--- src/rtl/assert_macros.svh ---
`ifndef ASSERT_MACROS_SVH
`define ASSERT_MACROS_SVH

// Clocked property check, disabled while reset is asserted.
`define ASSERT_CLK(label, clk, rst_n, prop, msg) \
	label: assert property (@(posedge clk) disable iff (!rst_n) prop) else $error(msg);

// Condition that must never be true at a clock edge.
`define ASSERT_NEVER(label, clk, rst_n, expr, msg) \
	`ASSERT_CLK(label, clk, rst_n, !(expr), msg)

`endif

--- src/rtl/tlvd_pkg.sv ---
`default_nettype none

package tlvd_pkg;

	// result kinds, carried on tuser
	localparam logic [1:0] KIND_OPEN   = 2'd0;
	localparam logic [1:0] KIND_CONT   = 2'd1;
	localparam logic [1:0] KIND_DATA   = 2'd2;
	localparam logic [1:0] KIND_STATUS = 2'd3;

	// stream status codes
	localparam logic [1:0] ST_OK       = 2'd0;
	localparam logic [1:0] ST_TOO_MANY = 2'd1;
	localparam logic [1:0] ST_TRUNC    = 2'd2;
	localparam logic [1:0] ST_TOO_LONG = 2'd3;

	localparam int QDEPTH = 8;
	localparam int QAW    = 3;
	localparam int TDATA_W = 48;

	typedef struct packed {
		logic [1:0]  kind;
		logic [3:0]  item_index;
		logic [7:0]  item_type;
		logic [7:0]  data_byte;
		logic [15:0] byte_offset;
		logic [4:0]  item_count;
		logic [1:0]  status;
		logic        last;
	} result_t;

	typedef struct packed {
		logic v0;
		logic v1;
	} push_t;

endpackage

`default_nettype wire

--- src/rtl/tlv8_fragment_decoder.sv ---
`default_nettype none
// Path: an accepted byte is held in the input register, then decoded into the result
//   queue; when the queue is empty its results then show at the queue head on m_t*.
// Throughput: one byte per cycle while s_tready is high; a stream-end byte yields up to two results, and
//   s_tready drops while more than four results wait in the eight-entry queue.
// Reset: arst_n clears the parser to the start of a stream and empties the queue.
module tlv8_fragment_decoder #(
	parameter int MAX_ITEMS = 16
) (
	input  wire logic        clk,
	input  wire logic        arst_n,
	input  wire logic        s_tvalid,
	output logic             s_tready,
	input  wire logic [7:0]  s_tdata,   // [7:0] stream_byte
	input  wire logic        s_tlast,   // stream_end
	output logic             m_tvalid,
	input  wire logic        m_tready,
	output logic [47:0]      m_tdata,   // [3:0] item_index, [11:4] item_type,
	                                    // [19:12] data_byte, [35:20] byte_offset,
	                                    // [40:36] item_count, [42:41] status, zero above
	output logic [1:0]       m_tuser,   // [1:0] kind
	output logic             m_tlast    // last
);
	import tlvd_pkg::*;

	logic         vld_s1;
	logic [7:0]   byte_s1;
	logic         end_s1;
	result_t      res0, res1, out_res;
	push_t        push;
	logic [QAW:0] q_count;

	// room for the byte in flight and the one taken now, two results each
	assign s_tready = (q_count <= (QAW+1)'(QDEPTH - 4));

	always_ff @(posedge clk or negedge arst_n) begin
		if (!arst_n) begin
			vld_s1 <= 1'b0;
		end else begin
			vld_s1 <= s_tvalid && s_tready;
		end
	end

	always_ff @(posedge clk) begin
		if (s_tvalid && s_tready) begin
			byte_s1 <= s_tdata;
			end_s1  <= s_tlast;
		end
	end

	tlvd_parse #(
		.MAX_ITEMS(MAX_ITEMS)
	) u_parse (
		.clk    (clk),
		.arst_n (arst_n),
		.in_vld (vld_s1),
		.in_byte(byte_s1),
		.in_end (end_s1),
		.res0   (res0),
		.res1   (res1),
		.push   (push)
	);

	tlvd_queue u_queue (
		.clk    (clk),
		.arst_n (arst_n),
		.push   (push),
		.res0   (res0),
		.res1   (res1),
		.out_vld(m_tvalid),
		.out_rdy(m_tready),
		.out_res(out_res),
		.count  (q_count)
	);

	assign m_tdata = {5'b0, out_res.status, out_res.item_count, out_res.byte_offset,
		out_res.data_byte, out_res.item_type, out_res.item_index};
	assign m_tuser = out_res.kind;
	assign m_tlast = out_res.last;

endmodule

`default_nettype wire

--- src/rtl/tlvd_parse.sv ---
`default_nettype none
`include "assert_macros.svh"

module tlvd_parse #(
	parameter int MAX_ITEMS = 16
) (
	input  wire logic              clk,
	input  wire logic              arst_n,
	input  wire logic              in_vld,
	input  wire logic [7:0]        in_byte,
	input  wire logic              in_end,
	output tlvd_pkg::result_t      res0,
	output tlvd_pkg::result_t      res1,
	output tlvd_pkg::push_t        push
);
	import tlvd_pkg::*;

	localparam int CW = $clog2(MAX_ITEMS + 1);
	localparam logic [CW-1:0] MAX_CNT = CW'(MAX_ITEMS);

	localparam logic [1:0] PH_TYPE = 2'd0;
	localparam logic [1:0] PH_LEN  = 2'd1;
	localparam logic [1:0] PH_DATA = 2'd2;

	logic [1:0]    phase_q, phase_n;
	logic [7:0]    cur_type_q, cur_type_n;
	logic [7:0]    bytes_left_q, bytes_left_n;
	logic [7:0]    prev_type_q, prev_type_n;
	logic          prev_full_q, prev_full_n;
	logic [CW-1:0] items_q, items_n;
	logic [15:0]   offset_q, offset_n;
	logic [1:0]    err_q, err_n;

	logic          trunc;
	logic          cont;
	logic [7:0]    left_dec;
	logic [CW-1:0] idx_m1;
	logic [CW+3:0] idx_ext;
	logic [CW+4:0] cnt_ext;

	assign cont     = prev_full_q && (in_byte == prev_type_q) && (items_q != '0);
	assign left_dec = (bytes_left_q == 8'd0) ? 8'd0 : bytes_left_q - 8'd1;

	always_comb begin
		phase_n      = phase_q;
		cur_type_n   = cur_type_q;
		bytes_left_n = bytes_left_q;
		prev_type_n  = prev_type_q;
		prev_full_n  = prev_full_q;
		items_n      = items_q;
		offset_n     = offset_q;
		err_n        = err_q;
		trunc        = 1'b0;
		idx_m1       = '0;
		idx_ext      = '0;
		cnt_ext      = '0;
		res0         = '0;
		res1         = '0;
		push         = '0;

		if (in_vld) begin
			unique case (phase_q)
				PH_LEN: begin
					bytes_left_n = in_byte;
					prev_type_n  = cur_type_q;
					prev_full_n  = (in_byte == 8'hff);
					phase_n      = (in_byte == 8'd0) ? PH_TYPE : PH_DATA;
					trunc        = in_end && (in_byte != 8'd0);
				end
				PH_DATA: begin
					if (err_q == ST_OK) begin
						if (offset_q == 16'hffff) begin
							err_n = ST_TOO_LONG;
						end else begin
							push.v0          = 1'b1;
							res0.kind        = KIND_DATA;
							res0.item_type   = cur_type_q;
							res0.data_byte   = in_byte;
							res0.byte_offset = offset_q;
							offset_n         = offset_q + 16'd1;
						end
					end
					bytes_left_n = left_dec;
					if (left_dec == 8'd0) begin
						phase_n = PH_TYPE;
					end else begin
						trunc = in_end;
					end
				end
				default: begin
					// type byte; an unused phase code is handled the same way
					cur_type_n = in_byte;
					if (err_q == ST_OK) begin
						if (cont) begin
							push.v0        = 1'b1;
							res0.kind      = KIND_CONT;
							res0.item_type = in_byte;
						end else if (items_q >= MAX_CNT) begin
							err_n = ST_TOO_MANY;
						end else begin
							items_n        = items_q + CW'(1);
							offset_n       = 16'd0;
							push.v0        = 1'b1;
							res0.kind      = KIND_OPEN;
							res0.item_type = in_byte;
						end
					end
					phase_n = PH_LEN;
					trunc   = in_end;
				end
			endcase

			// index of the item a result belongs to, after this byte's update
			idx_m1  = items_n - CW'(1);
			idx_ext = {4'b0, idx_m1};
			cnt_ext = {5'b0, items_n};

			res0.item_index = idx_ext[3:0];
			res0.item_count = cnt_ext[4:0];

			if (in_end) begin
				if (trunc && (err_n == ST_OK)) begin
					err_n = ST_TRUNC;
				end
				push.v1         = 1'b1;
				res1.kind       = KIND_STATUS;
				res1.item_count = cnt_ext[4:0];
				res1.status     = err_n;
				res1.last       = 1'b1;
				// start a fresh stream on the next byte
				phase_n      = PH_TYPE;
				cur_type_n   = 8'd0;
				bytes_left_n = 8'd0;
				prev_type_n  = 8'hff;
				prev_full_n  = 1'b0;
				items_n      = '0;
				offset_n     = 16'd0;
				err_n        = ST_OK;
			end
		end
	end

	always_ff @(posedge clk or negedge arst_n) begin
		if (!arst_n) begin
			phase_q      <= PH_TYPE;
			cur_type_q   <= 8'd0;
			bytes_left_q <= 8'd0;
			prev_type_q  <= 8'hff;
			prev_full_q  <= 1'b0;
			items_q      <= '0;
			offset_q     <= 16'd0;
			err_q        <= ST_OK;
		end else begin
			phase_q      <= phase_n;
			cur_type_q   <= cur_type_n;
			bytes_left_q <= bytes_left_n;
			prev_type_q  <= prev_type_n;
			prev_full_q  <= prev_full_n;
			items_q      <= items_n;
			offset_q     <= offset_n;
			err_q        <= err_n;
		end
	end

	`ASSERT_CLK(a_err_sticky, clk, arst_n,
		(err_q != ST_OK && !(in_vld && in_end)) |=> (err_q == $past(err_q)),
		"error code changed before stream end")
	`ASSERT_CLK(a_end_clears, clk, arst_n,
		(in_vld && in_end) |=> (phase_q == PH_TYPE && items_q == '0 && err_q == ST_OK),
		"state not cleared after stream end")
	`ASSERT_NEVER(a_data_no_item, clk, arst_n,
		(phase_q == PH_DATA && err_q == ST_OK && items_q == '0),
		"data phase without an open item")

endmodule

`default_nettype wire

--- src/rtl/tlvd_queue.sv ---
`default_nettype none
`include "assert_macros.svh"

module tlvd_queue (
	input  wire logic                    clk,
	input  wire logic                    arst_n,
	input  wire tlvd_pkg::push_t         push,
	input  wire tlvd_pkg::result_t       res0,
	input  wire tlvd_pkg::result_t       res1,
	output logic                         out_vld,
	input  wire logic                    out_rdy,
	output tlvd_pkg::result_t            out_res,
	output logic [tlvd_pkg::QAW:0]       count
);
	import tlvd_pkg::*;

	result_t        mem [QDEPTH];
	logic [QAW-1:0] head_q, tail_q, tail2;
	logic [QAW:0]   count_q;
	logic [QAW:0]   push_cnt;
	logic           pop;

	assign tail2    = tail_q + QAW'(push.v0);
	assign push_cnt = (QAW+1)'(push.v0) + (QAW+1)'(push.v1);
	assign out_vld  = (count_q != '0);
	assign out_res  = mem[head_q];
	assign pop      = out_vld && out_rdy;
	assign count    = count_q;

	always_ff @(posedge clk) begin
		if (push.v0) begin
			mem[tail_q] <= res0;
		end
		if (push.v1) begin
			mem[tail2] <= res1;
		end
	end

	always_ff @(posedge clk or negedge arst_n) begin
		if (!arst_n) begin
			head_q  <= '0;
			tail_q  <= '0;
			count_q <= '0;
		end else begin
			tail_q  <= tail_q + QAW'(push_cnt);
			head_q  <= head_q + QAW'(pop);
			count_q <= count_q + push_cnt - (QAW+1)'(pop);
		end
	end

	`ASSERT_NEVER(a_no_overflow, clk, arst_n,
		(count_q + push_cnt > (QAW+1)'(QDEPTH) + (QAW+1)'(pop)),
		"result queue overflow")
	`ASSERT_CLK(a_empty_ptrs, clk, arst_n,
		(count_q == '0) |-> (head_q == tail_q),
		"queue empty with unequal pointers")

endmodule

`default_nettype wire

--- config.mk ---
export PLATFORM = sky130hd
export DESIGN_NAME = tlv8_fragment_decoder
export DESIGN_NICKNAME = d
export VERILOG_FILES = /design/src/rtl/tlvd_pkg.sv /design/src/rtl/tlv8_fragment_decoder.sv /design/src/rtl/tlvd_parse.sv /design/src/rtl/tlvd_queue.sv
export VERILOG_INCLUDE_DIRS = /design/src /design/src/rtl
export SDC_FILE = /design/constraint.sdc
export NUM_CORES = 1
export LEC_CHECK = 0
export ABC_AREA = 1
export BUFFER_PORTS_ARGS = -buffer_cell sky130_fd_sc_hd__buf_2
export CORE_MARGIN = 2
export CORE_UTILIZATION = 50
export DETAILED_ROUTE_END_ITERATION = 7
export PLACE_DENSITY = 0.64
export REMOVE_ABC_BUFFERS = 1
export SLEW_MARGIN = 20
export SYNTH_ARGS = -nofsm -noshare
export SYNTH_HDL_FRONTEND = slang
export SYNTH_SLANG_ARGS = --single-unit
--- constraint.sdc ---
create_clock -name clk -period 5.9 [get_ports clk]
set_input_delay 0.295 -clock clk [delete_from_list [all_inputs] [get_ports clk]]
set_output_delay 0.295 -clock clk [all_outputs]
set_load 0.01 [all_outputs]
# Word level (Yosys, flattened, before mapping)
# Memory sizes are Yosys's and may differ from the RTL's.
# Cells that the tools add are included.
[word_totals]
reg_bits = 70
ram_bits = 368
inputBits = 13
n_memories = 1
output_inout_bits = 53
[mem_list]
columns = ["name", "depth", "word_bits", "read_ports", "rd_ports_with_merged_regs", "write_ports", "line", "source"]
rows = [
  ["u_queue.mem", 8, 46, 1, 0, 2, "tlvd_queue.sv:17", "result_t mem [QDEPTH];"],
]
[classes]
reduce_logical = 23
add_sub_neg = 10
magnitude_cmp = 2
muxes = 67
n_eq_ne = 11
[op_table]
columns = ["operator", "count"]
rows = [
  ["2-to-1 mux 16 bit", 6],
  ["2-to-1 mux 8 bit", 11],
  ["2-to-1 mux 32 bit", 2],
  ["2-to-1 mux 43 bit", 1],
  ["2-to-1 mux 2 bit", 17],
  ["case mux 16 bit (2 select lines)", 1],
  ["case mux 8 bit (2 select lines)", 2],
  ["2-to-1 mux 5 bit", 6],
  ["zero test 8 bit", 3],
  ["2-to-1 mux 24 bit", 1],
  ["adder 16 x 1 -> 16 bit, second input constant", 1],
  ["== test 16 bit, second input constant", 1],
  ["2-to-1 mux 1 bit", 15],
  ["case mux 2 bit (2 select lines)", 3],
  ["inequality test 3 bit, second input constant", 3],
  ["== test 8 bit", 1],
  ["== test 8 bit, second input constant", 1],
  ["AND reduction 2 bit", 4],
  ["nonzero test 8 bit", 1],
  ["subtractor 8 x 1 -> 8 bit, second input constant", 1],
  ["adder 3 x 1 -> 3 bit", 2],
  ["logical AND 1 bit", 6],
  ["AND reduction 6 bit", 1],
  ["adder 5 x 1 -> 5 bit, second input constant", 1],
  ["19 further kinds", 22],
]

# Longest topological paths before layout
# Gate-level depths: netlist (run 1).
[logic_depth]
depth_word = 12
depth_mapped = 25
depth_no_buf = 24

# Hierarchy
# From an unflattened synthesis (run 1), not the netlist that was laid out.
[hier_totals]
cells_unflattened = 3643
area_unflattened_um2 = 27362.5
[modules_own_cells]
columns = ["mod", "area_per_inst_um2", "instances", "cells_each"]
rows = [
  ["tlvd_queue", 22998.3, 1, 3031],
  ["tlvd_parse", 4001.3, 1, 590],
  ["tlv8_fragment_decoder", 362.8, 1, 22],
]

# Least setup slack after synthesis (run 1)
# OpenSTA, ideal clock, no wires.
[synth_path]
kind = "reg2reg"
from = "register u_parse.offset_q[0]"
to = "memory u_queue.mem[6][0] (netlist name) (enable)"
path_buffers = 1
setup_ns = 0.328
arrival_time_ns = 2.866
path_stages_with_launch = 22
t_required_ns = 5.572
setup_slack_ns = 2.706
cell_sequence = "dfrtp_1 > ha_1 > nand2_1 > nor2_4 > nand2_2 > nor2_2 > nand2_1 > nor2_1 > nor2_2 > nand2_4 > inv_8 > ha_1 > ha_1 > or2_0 > nand2_1 > inv_1 > nor2_1 > inv_1 > nor2_2 > inv_1 > nand2_2 > buf_2"
[synth_lines]
columns = ["item", "line", "source"]
rows = [
  ["start, declared", "tlvd_parse.sv:31", "logic [15:0] offset_q, offset_n;"],
  ["start signal, assigned", "tlvd_parse.sv:160", "offset_q <= offset_n;"],
  ["end, declared", "tlvd_queue.sv:17", ""],
]

==> results of run 1 <==
==> final cells by class <==
| cell class | instances | area [µm²] |
|---|---|---|
| fill | 3642 | 17200 |
| sequential | 438 | 9980 |
| multi-input combinational | 1578 | 7840 |
| clock buffer | 71 | 1390 |
| inverter | 296 | 1130 |
| tap | 518 | 648 |
| timing repair buffer | 88 | 596 |
| clock inverter | 12 | 91.3 |
==> synth_stat cells (2+ instances only) <==
cell,n
inv_1,283
buf_1,13
nand2_1,413
nor2_2,7
nor2_4,8
nand3_1,43
nand2_2,11
buf_2,20
o21ai_0,290
o21ai_2,25
a21boi_0,2
dfrtp_1,53
ha_1,21
o211ai_1,5
o21ai_1,129
xor2_1,13
clkinv_1,2
inv_4,3
nor3_1,13
dfstp_2,8
a21oi_1,149
nor2_1,249
a31oi_1,46
buf_6,26
xnor2_1,3
o22ai_1,105
nor4_1,4
nand3_4,2
dfxtp_1,288
buf_4,14
edfxtp_1,89
nand2_4,6
nand4_1,9
clkbuf_1,68
nand3_2,3
inv_2,7
fa_1,2
a22oi_1,7
==> routing by layer <==
layer | vias up | track usage, %
met5 | - | 0
li1 | 8127 | -
met1 | 7982 | 36.0
met3 | 90 | 4.27
met2 | 513 | 45.2
met4 | 0 | 9.18
==> registers in the layout, summed over array words and instances, names as in the netlist, 2 cells and up <==
register,count
u_parse.bytes_left_q,8
u_parse.items_q,5
u_parse.err_q,2
u_parse.offset_q,16
byte_s1,8
u_parse.prev_type_q,8
u_parse.cur_type_q,8
u_queue.count,4
u_queue.head_q,3
u_queue.mem,368
u_parse.phase_q,2
u_queue.tail_q,3
==> worst max-delay path, cell delays in order (launching register included) <==
cell     delay, ns
dfrtp_1       0.40
inv_1         0.06
ha_1          0.62
inv_1         0.49
nor2_1        0.25
nor2_2        0.11
nand2_4       0.09
inv_8         0.06
ha_1          0.19
ha_1          0.19
nand2_1       0.07
nand2_1       0.08
inv_1         0.08
nor2_1        0.04
inv_1         0.09
nor2_1        0.06
inv_1         0.16
nand3_2       0.91
o22ai_1       0.51
==> power by group through the flow <==
stage	Clock [W]	Combinational (W)	Sequential [W]
finish	0.00287	0.00473	0.00430
CTS	0.00290	0.00471	0.00429
detailed placement	0	0.00468	0.00434
global route	0.00302	0.00533	0.00438
global placement	0	0.00458	0.00433
floorplan	0	0.00311	0.00432
==> cell families after synthesis <==
group,after synthesis
other,1
adder cells (fa/ha/maj),23
buffers and inverters,437
XOR/XNOR,16
AO/OA/AOI/OAI,760
AND/OR/NAND/NOR,774
flip-flops,438
==> placed cells by master (no fill, tap or decap), types with 10 or more instances in the layout <==
| cell | count |
|---|---|
| a21oi_1 | 149 |
| a31oi_1 | 46 |
| buf_2 | 60 |
| buf_4 | 15 |
| clkbuf_1 | 15 |
| clkbuf_16 | 50 |
| clkinv_2 | 11 |
| dfrtp_1 | 51 |
| dfxtp_1 | 288 |
| dlygate4sd3_1 | 10 |
| edfxtp_1 | 89 |
| ha_1 | 21 |
| inv_1 | 280 |
| nand2_1 | 413 |
| nand2_2 | 11 |
| nand3_1 | 43 |
| nor2_1 | 249 |
| nor3_1 | 13 |
| o21ai_0 | 290 |
| o21ai_1 | 129 |
| o21ai_2 | 25 |
| o22ai_1 | 105 |
| xor2_1 | 13 |
==> per-stage QoR <==
stage	setup slack (ns)	setup TNS, ns	hold slack, ns	total power (W)
after global placement	1.59	0	0.433	0.00890
after CTS	1.36	0	0.156	0.0119
after detailed placement	1.40	0	0.438	0.00902
after global routing	0.829	0	0.185	0.0127
after floorplan	-1.13	-49.72	-0.000591	0.00743
final	1.30	0	0.159	0.0119
==> path summary, 6_finish.rpt <==
check	cells after the start	start	slack, ns	to
max in group asynchronous	3	arst_n	4.87	u_queue.head_q[0]$_DFF_PN0_
min reg2reg	2	u_queue.mem[3][35]$_SDFFE_PP0P_	0.45	u_queue.mem[3][35]$_SDFFE_PP0P_
max	18	u_parse.phase_q[0]$_DFFE_PN0P_	1.30	u_queue.mem[5][10]$_SDFFE_PP0P_
min	2	s_tvalid	0.16	vld_s1$_DFF_PN0_
max reg2reg	18	u_parse.phase_q[0]$_DFFE_PN0P_	1.30	u_queue.mem[5][10]$_SDFFE_PP0P_
min in group asynchronous	3	arst_n	0.41	u_queue.count[3]$_DFF_PN0_
==> out/qor.yml, run 1 <==
outcome: "finished, final reports clean"
drt-pass1-iter-count: 6
ctsResizeCount: 0
routabilityCongestion: 0.884
utilization_pct: 55.8
numCtsBuffers: 46
clockRootBuffer: "clkbuf_16"
max_slew_margin_pct: 22.2
design_area_mm2: 0.0217
io_pins: 66
power_switching_share_pct: 40.7
cts_max_path_buffers: 3
via_per_inst: 5.57
top_layer: "met4"
grt_max_degree: 93
grt_overflow: 0
power_frac_seq_pct: 36.1
cts_setup_buffers: 0
clk_pin_slew_ns: 0.07
synth_area_leaders: "dfxtp_1 29%, edfxtp_1 14%, nand2_1 7.9%"
cellLeakagePower_nw: 8.52
p_switching_w: 0.00484
wl_met2_um: 25900
ys_ff_latch: 438
fmax_mhz: 217
hold_viol: 0
rows: 72
synth_compound_area_share_pct: 20.9
fp.dieH_um: 203
clk_latency_ns: 0.58
path_max_fanout: 36
netlist.area_leader.share_pct: 29.2
synth_flop_cell: "dfxtp_1"
p_per_area_mw_per_mm2: 549
min_period_over_period_pct: 78.0
tritoncts: "yes"
rsz0062_at_grt: "false"
synth_edf_count: 89
synth_top_family_by_area: "compound AO/OA/AOI/OAI gates"
antenna_cells: 0
drt_iter0_drc: 1402
finalMaxSlewViolations: 0
worstSetupStartpointType: "flop"
skew_ns: 0.0130
htreeDepth: 2
postSynthAreaPerCell_um2: 8.05
peakVddDrop_mv: 0.300
cts_hold_buf: 10
antenna_found_initial: 0
end_kind: "flop"
arrival_ns: 5.07
synthXorXnorAreaFrac_pct: 0.710
final_nets: 2484
grt_pass1_vias: 16209
drive_above_1_share_pct: 9.54
yosys.area.top_type: "dfxtp_1"
synthAdderAreaFrac_pct: 1.54
route.detailed.drc: 0
met1_length_um: 24300
pwr-share-clk_pct: 24.1
post_synth_instance_area_mm2: 0.0197
dp.cells: 2907
port_buffers: 60
dp_hpwl_um: 33800
design.die.area_mm2: 0.0411
worst_slew_pin_slew_ns: 1.17
yosysSeqAreaShare_pct: 50.6
drt_wl_total_um: 55200
syn-instance-count: 2449
instances_no_fill: 3001
ant_nets: 0
wl_met3_um: 3470
wl_per_cell_um: 18.4
yosys_warnings: 0
cp.required_ns: 6.36
track_usage_pct: 27.1
area_delta_synth_final_pct: 9.89
async_flop_share_pct: 13.9
synthMuxAreaShare_pct: 0
vias: 16712
setup_viol: 0
synth.distinct_cells: 48
die_x_um: 203
synthSimpleGateAreaFrac_pct: 16.5
worst_hold_path_type: "in2reg"
p_comb_share_pct: 39.8
cap_viol_max_count: 0
cts.sinks: 438
placed_area_mm2: 0.0201
p_int_w: 0.00705
critical_path_class: "reg2reg"
grt_pass1_wl_um: 88000
min_period_ns: 4.60
core_area_mm2: 0.0388
start_util_pct: 50.8
Power figures use the tool's default switching activity.
==> run 2, diff against run 1 <==
PLACE_DENSITY = 0.67   (was 0.64)
clock period = 4.15 ns   (was 5.9 ns; I/O delays follow)
==> run 2 against run 1 <==
Sequential share of layout area is 0.19 points lower. Count of clock-buffer cells in the layout stayed put. Register-to-register slack worse by 0.92 ns. Setup slack worse by 0.92 ns. First-iteration DRC count is 8.5% higher. Global-route usage is 0.22 points higher. Cell area is 0.41% higher. Clock skew hardly changed. Largest power group unchanged. Final cell count is 0.70% higher. Critical path depth is 5 higher. Highest routed layer unchanged.
==> out/qor.yml, run 2 (same netlist as run 1, synthesis figures left out) <==
outcome: "finished, final reports clean"  # unchanged
design.die.area_mm2: 0.0411  # unchanged
path_max_fanout: 41  # was 36
track_usage_pct: 27.3  # was 27.1%
cts.sinks: 438  # unchanged
drt_iter0_drc: 1521  # was 1402
io_pins: 66  # unchanged
dp.cells: 2933  # was 2907
cellLeakagePower_nw: 8.58  # was 8.52 nW
top_layer: "met4"  # unchanged
worstSetupStartpointType: "flop"  # unchanged
reg2reg_setup_slack_ns: 0.38  # was 1.30 ns
fmax_mhz: 265  # was 217 MHz
wl_per_cell_um: 18.5  # was 18.4 µm
core_area_mm2: 0.0388  # unchanged
fp.dieH_um: 203  # unchanged
skew_ns: 0.0127  # was 0.0130 ns
met1_length_um: 24900  # was 24300 µm
max_slew_margin_pct: 42.1  # was 22.2%
min_path_cells: 3  # was 2
arrival_ns: 4.22  # was 5.07 ns
grt_pass1_vias: 16241  # was 16209
wl_met3_um: 3290  # was 3470 µm
largest_reg_flops: 368  # unchanged
power_w: 0.0167  # was 0.0119 W
critical_path_class: "reg2reg"  # unchanged
clk_pin_slew_ns: 0.06  # was 0.07 ns
grt_pass1_wl_um: 89000  # was 88000 µm
grt_max_degree: 87  # was 93
final_nets: 2509  # was 2484
critPathLaunch: "u_parse.offset_q[0]$_DFFE_PN0P_"  # was u_parse.phase_q[0]$_DFFE_PN0P_
top_regs: "u_queue.mem (368), u_parse.offset_q (16)"  # unchanged
ant_nets: 0  # unchanged
largest_register: "u_queue.mem"  # unchanged
timing.rr.start: "u_parse.offset_q[0]$_DFFE_PN0P_"  # was u_parse.phase_q[0]$_DFFE_PN0P_
hold_viol: 0  # unchanged
cts_setup_buffers: 0  # unchanged
setup_slack_ns: 0.380  # was 1.30 ns
route.detailed.drc: 0  # unchanged
antenna_cells: 0  # unchanged
p_per_area_mw_per_mm2: 768  # was 549 mW/mm²
placed_area_mm2: 0.0203  # was 0.0201 mm²
setup_tns_ns: 0  # unchanged
clockRootBuffer: "clkbuf_16"  # unchanged
antenna_found_initial: 0  # unchanged
worst_hold_path_type: "in2reg"  # unchanged
layout_commonest_cell: "nand2_1"  # unchanged
pre_cts_slack_ns: 0.307  # was 1.40 ns
mostFrequentLayoutCells: "413 x nand2_1, 290 x o21ai_0, 288 x dfxtp_1"  # unchanged
min_period_over_period_pct: 90.8  # was 78.0%
drive_above_1_share_pct: 10.1  # was 9.54%
dp_hpwl_um: 35500  # was 33800 µm
drt_wl_total_um: 55800  # was 55200 µm
drt-pass1-iter-count: 5  # was 6
finalMaxSlewViolations: 0  # unchanged
grt_overflow: 0  # unchanged
port_buffers: 60  # unchanged
cp.required_ns: 4.60  # was 6.36 ns
wl_met2_um: 26100  # was 25900 µm
instances_no_fill: 3022  # was 3001
hold_path.startpoint: "s_tvalid"  # unchanged
design_area_mm2: 0.0218  # was 0.0217 mm²
rsz0062_at_grt: "false"  # unchanged
end_kind: "flop"  # unchanged
worst_slew_pin_slew_ns: 0.868  # was 1.17 ns
r2r_end: "u_queue.mem[4][32]$_SDFFE_PP0P_"  # was u_queue.mem[5][10]$_SDFFE_PP0P_
whs_endpoint: "vld_s1$_DFF_PN0_"  # unchanged
die_x_um: 203  # unchanged
cap_viol_max_count: 0  # unchanged
numCtsBuffers: 45  # was 46
setup_viol: 0  # unchanged
r2r_cells: 23  # was 18
area_delta_synth_final_pct: 10.3  # was 9.89%
routabilityCongestion: 0.922  # was 0.884
via_per_inst: 5.58  # was 5.57
cts_max_path_buffers: 3  # unchanged
start_util_pct: 50.8  # unchanged
clk_latency_ns: 0.58  # about the same
min_period_ns: 3.77  # was 4.60 ns
rows: 72  # unchanged
vias: 16855  # was 16712
peakVddDrop_mv: 0.472  # was 0.300 mV
tritoncts: "yes"  # unchanged
htreeDepth: 2  # unchanged
## run 2: cell count changes in the layout (fill, tap and decap cells not counted), moves of 2 or more
| cell | change |
|---|---|
| clkbuf_1 | +4 |
| buf_12 | +6 |
| clkbuf_16 | -5 |
| buf_16 | -2 |
| clkinv_2 | -5 |
| buf_4 | +22 |
## run 2: final cells by class
type                            count  area (µm²)
Clock inverter                      7        42.5
Clock buffer                       71        1290
Inverter                          296        1130
Timing Repair Buffer              114         826
Fill cell                        3604       17100
Multi-Input combinational cell   1578        7840
Sequential cell                   438        9980
Tap cell                          518         648
## run 2: how the worst max path moves through the flow
stage	endpoint	slack, ns	cells past startpoint
2_1_floorplan	m_tdata[0]	-2.80	6
3_3_place_gp	u_queue.mem[6][4]$_DFFE_PP_	0.37	22
3_5_place_dp	u_queue.mem[6][3]$_DFFE_PP_	0.31	22
4_1_cts	u_queue.mem[6][4]$_DFFE_PP_	0.29	22
5_1_grt	u_queue.mem[7][12]$_SDFFE_PP0P_	0.09	23
6_report	u_queue.mem[4][32]$_SDFFE_PP0P_	0.38	23
## run 2: critical path, stage by stage (launching register included)
cell and delay (ns):
dfrtp_1 0.40, ha_1 0.21, nand2_1 0.11, nor2_4 0.16, nand2_2 0.09, nor2_2 0.15
nand2_1 0.09, nor2_1 0.13, nor2_2 0.10, nand2_4 0.09, inv_8 0.06, ha_1 0.18
ha_1 0.18, or2_0 0.21, nand2_1 0.10, inv_1 0.06, nor2_1 0.08, inv_1 0.06
nor2_2 0.16, inv_1 0.14, nand2_2 0.31, inv_4 0.31, nand2_1 0.14, o21ai_1 0.08
## run 2: what timing repair did
item	CTS	global route
resized for setup	0	1
hold endpoints to repair	27	0
hold buffers	10	0
endpoints found under the setup margin	0	5
## run 2: report_power, final
| group | switching [W] | internal [W] |
|---|---|---|
| clock | 0.00164 | 0.00213 |
| combinational | 0.00462 | 0.00223 |
| sequential | 0.000574 | 0.00551 |
## run 2: stage by stage
| stage | utilization, % | hold WS (ns) |
|---|---|---|
| after floorplan | - | -0.0881 |
| after global placement | 52.3 | 0.203 |
| after detailed placement | 52.3 | 0.203 |
| after CTS | 56.0 | 0.0774 |
| after global routing | 56.1 | 0.0988 |
| final | 56.1 | 0.0969 |
## run 2: routing by layer
layer	vias to the layer above	global-route usage, %
li1	8187	-
met1	8026	36.8
met2	545	45.0
met3	97	3.85
met4	0	9.62
met5	-	0
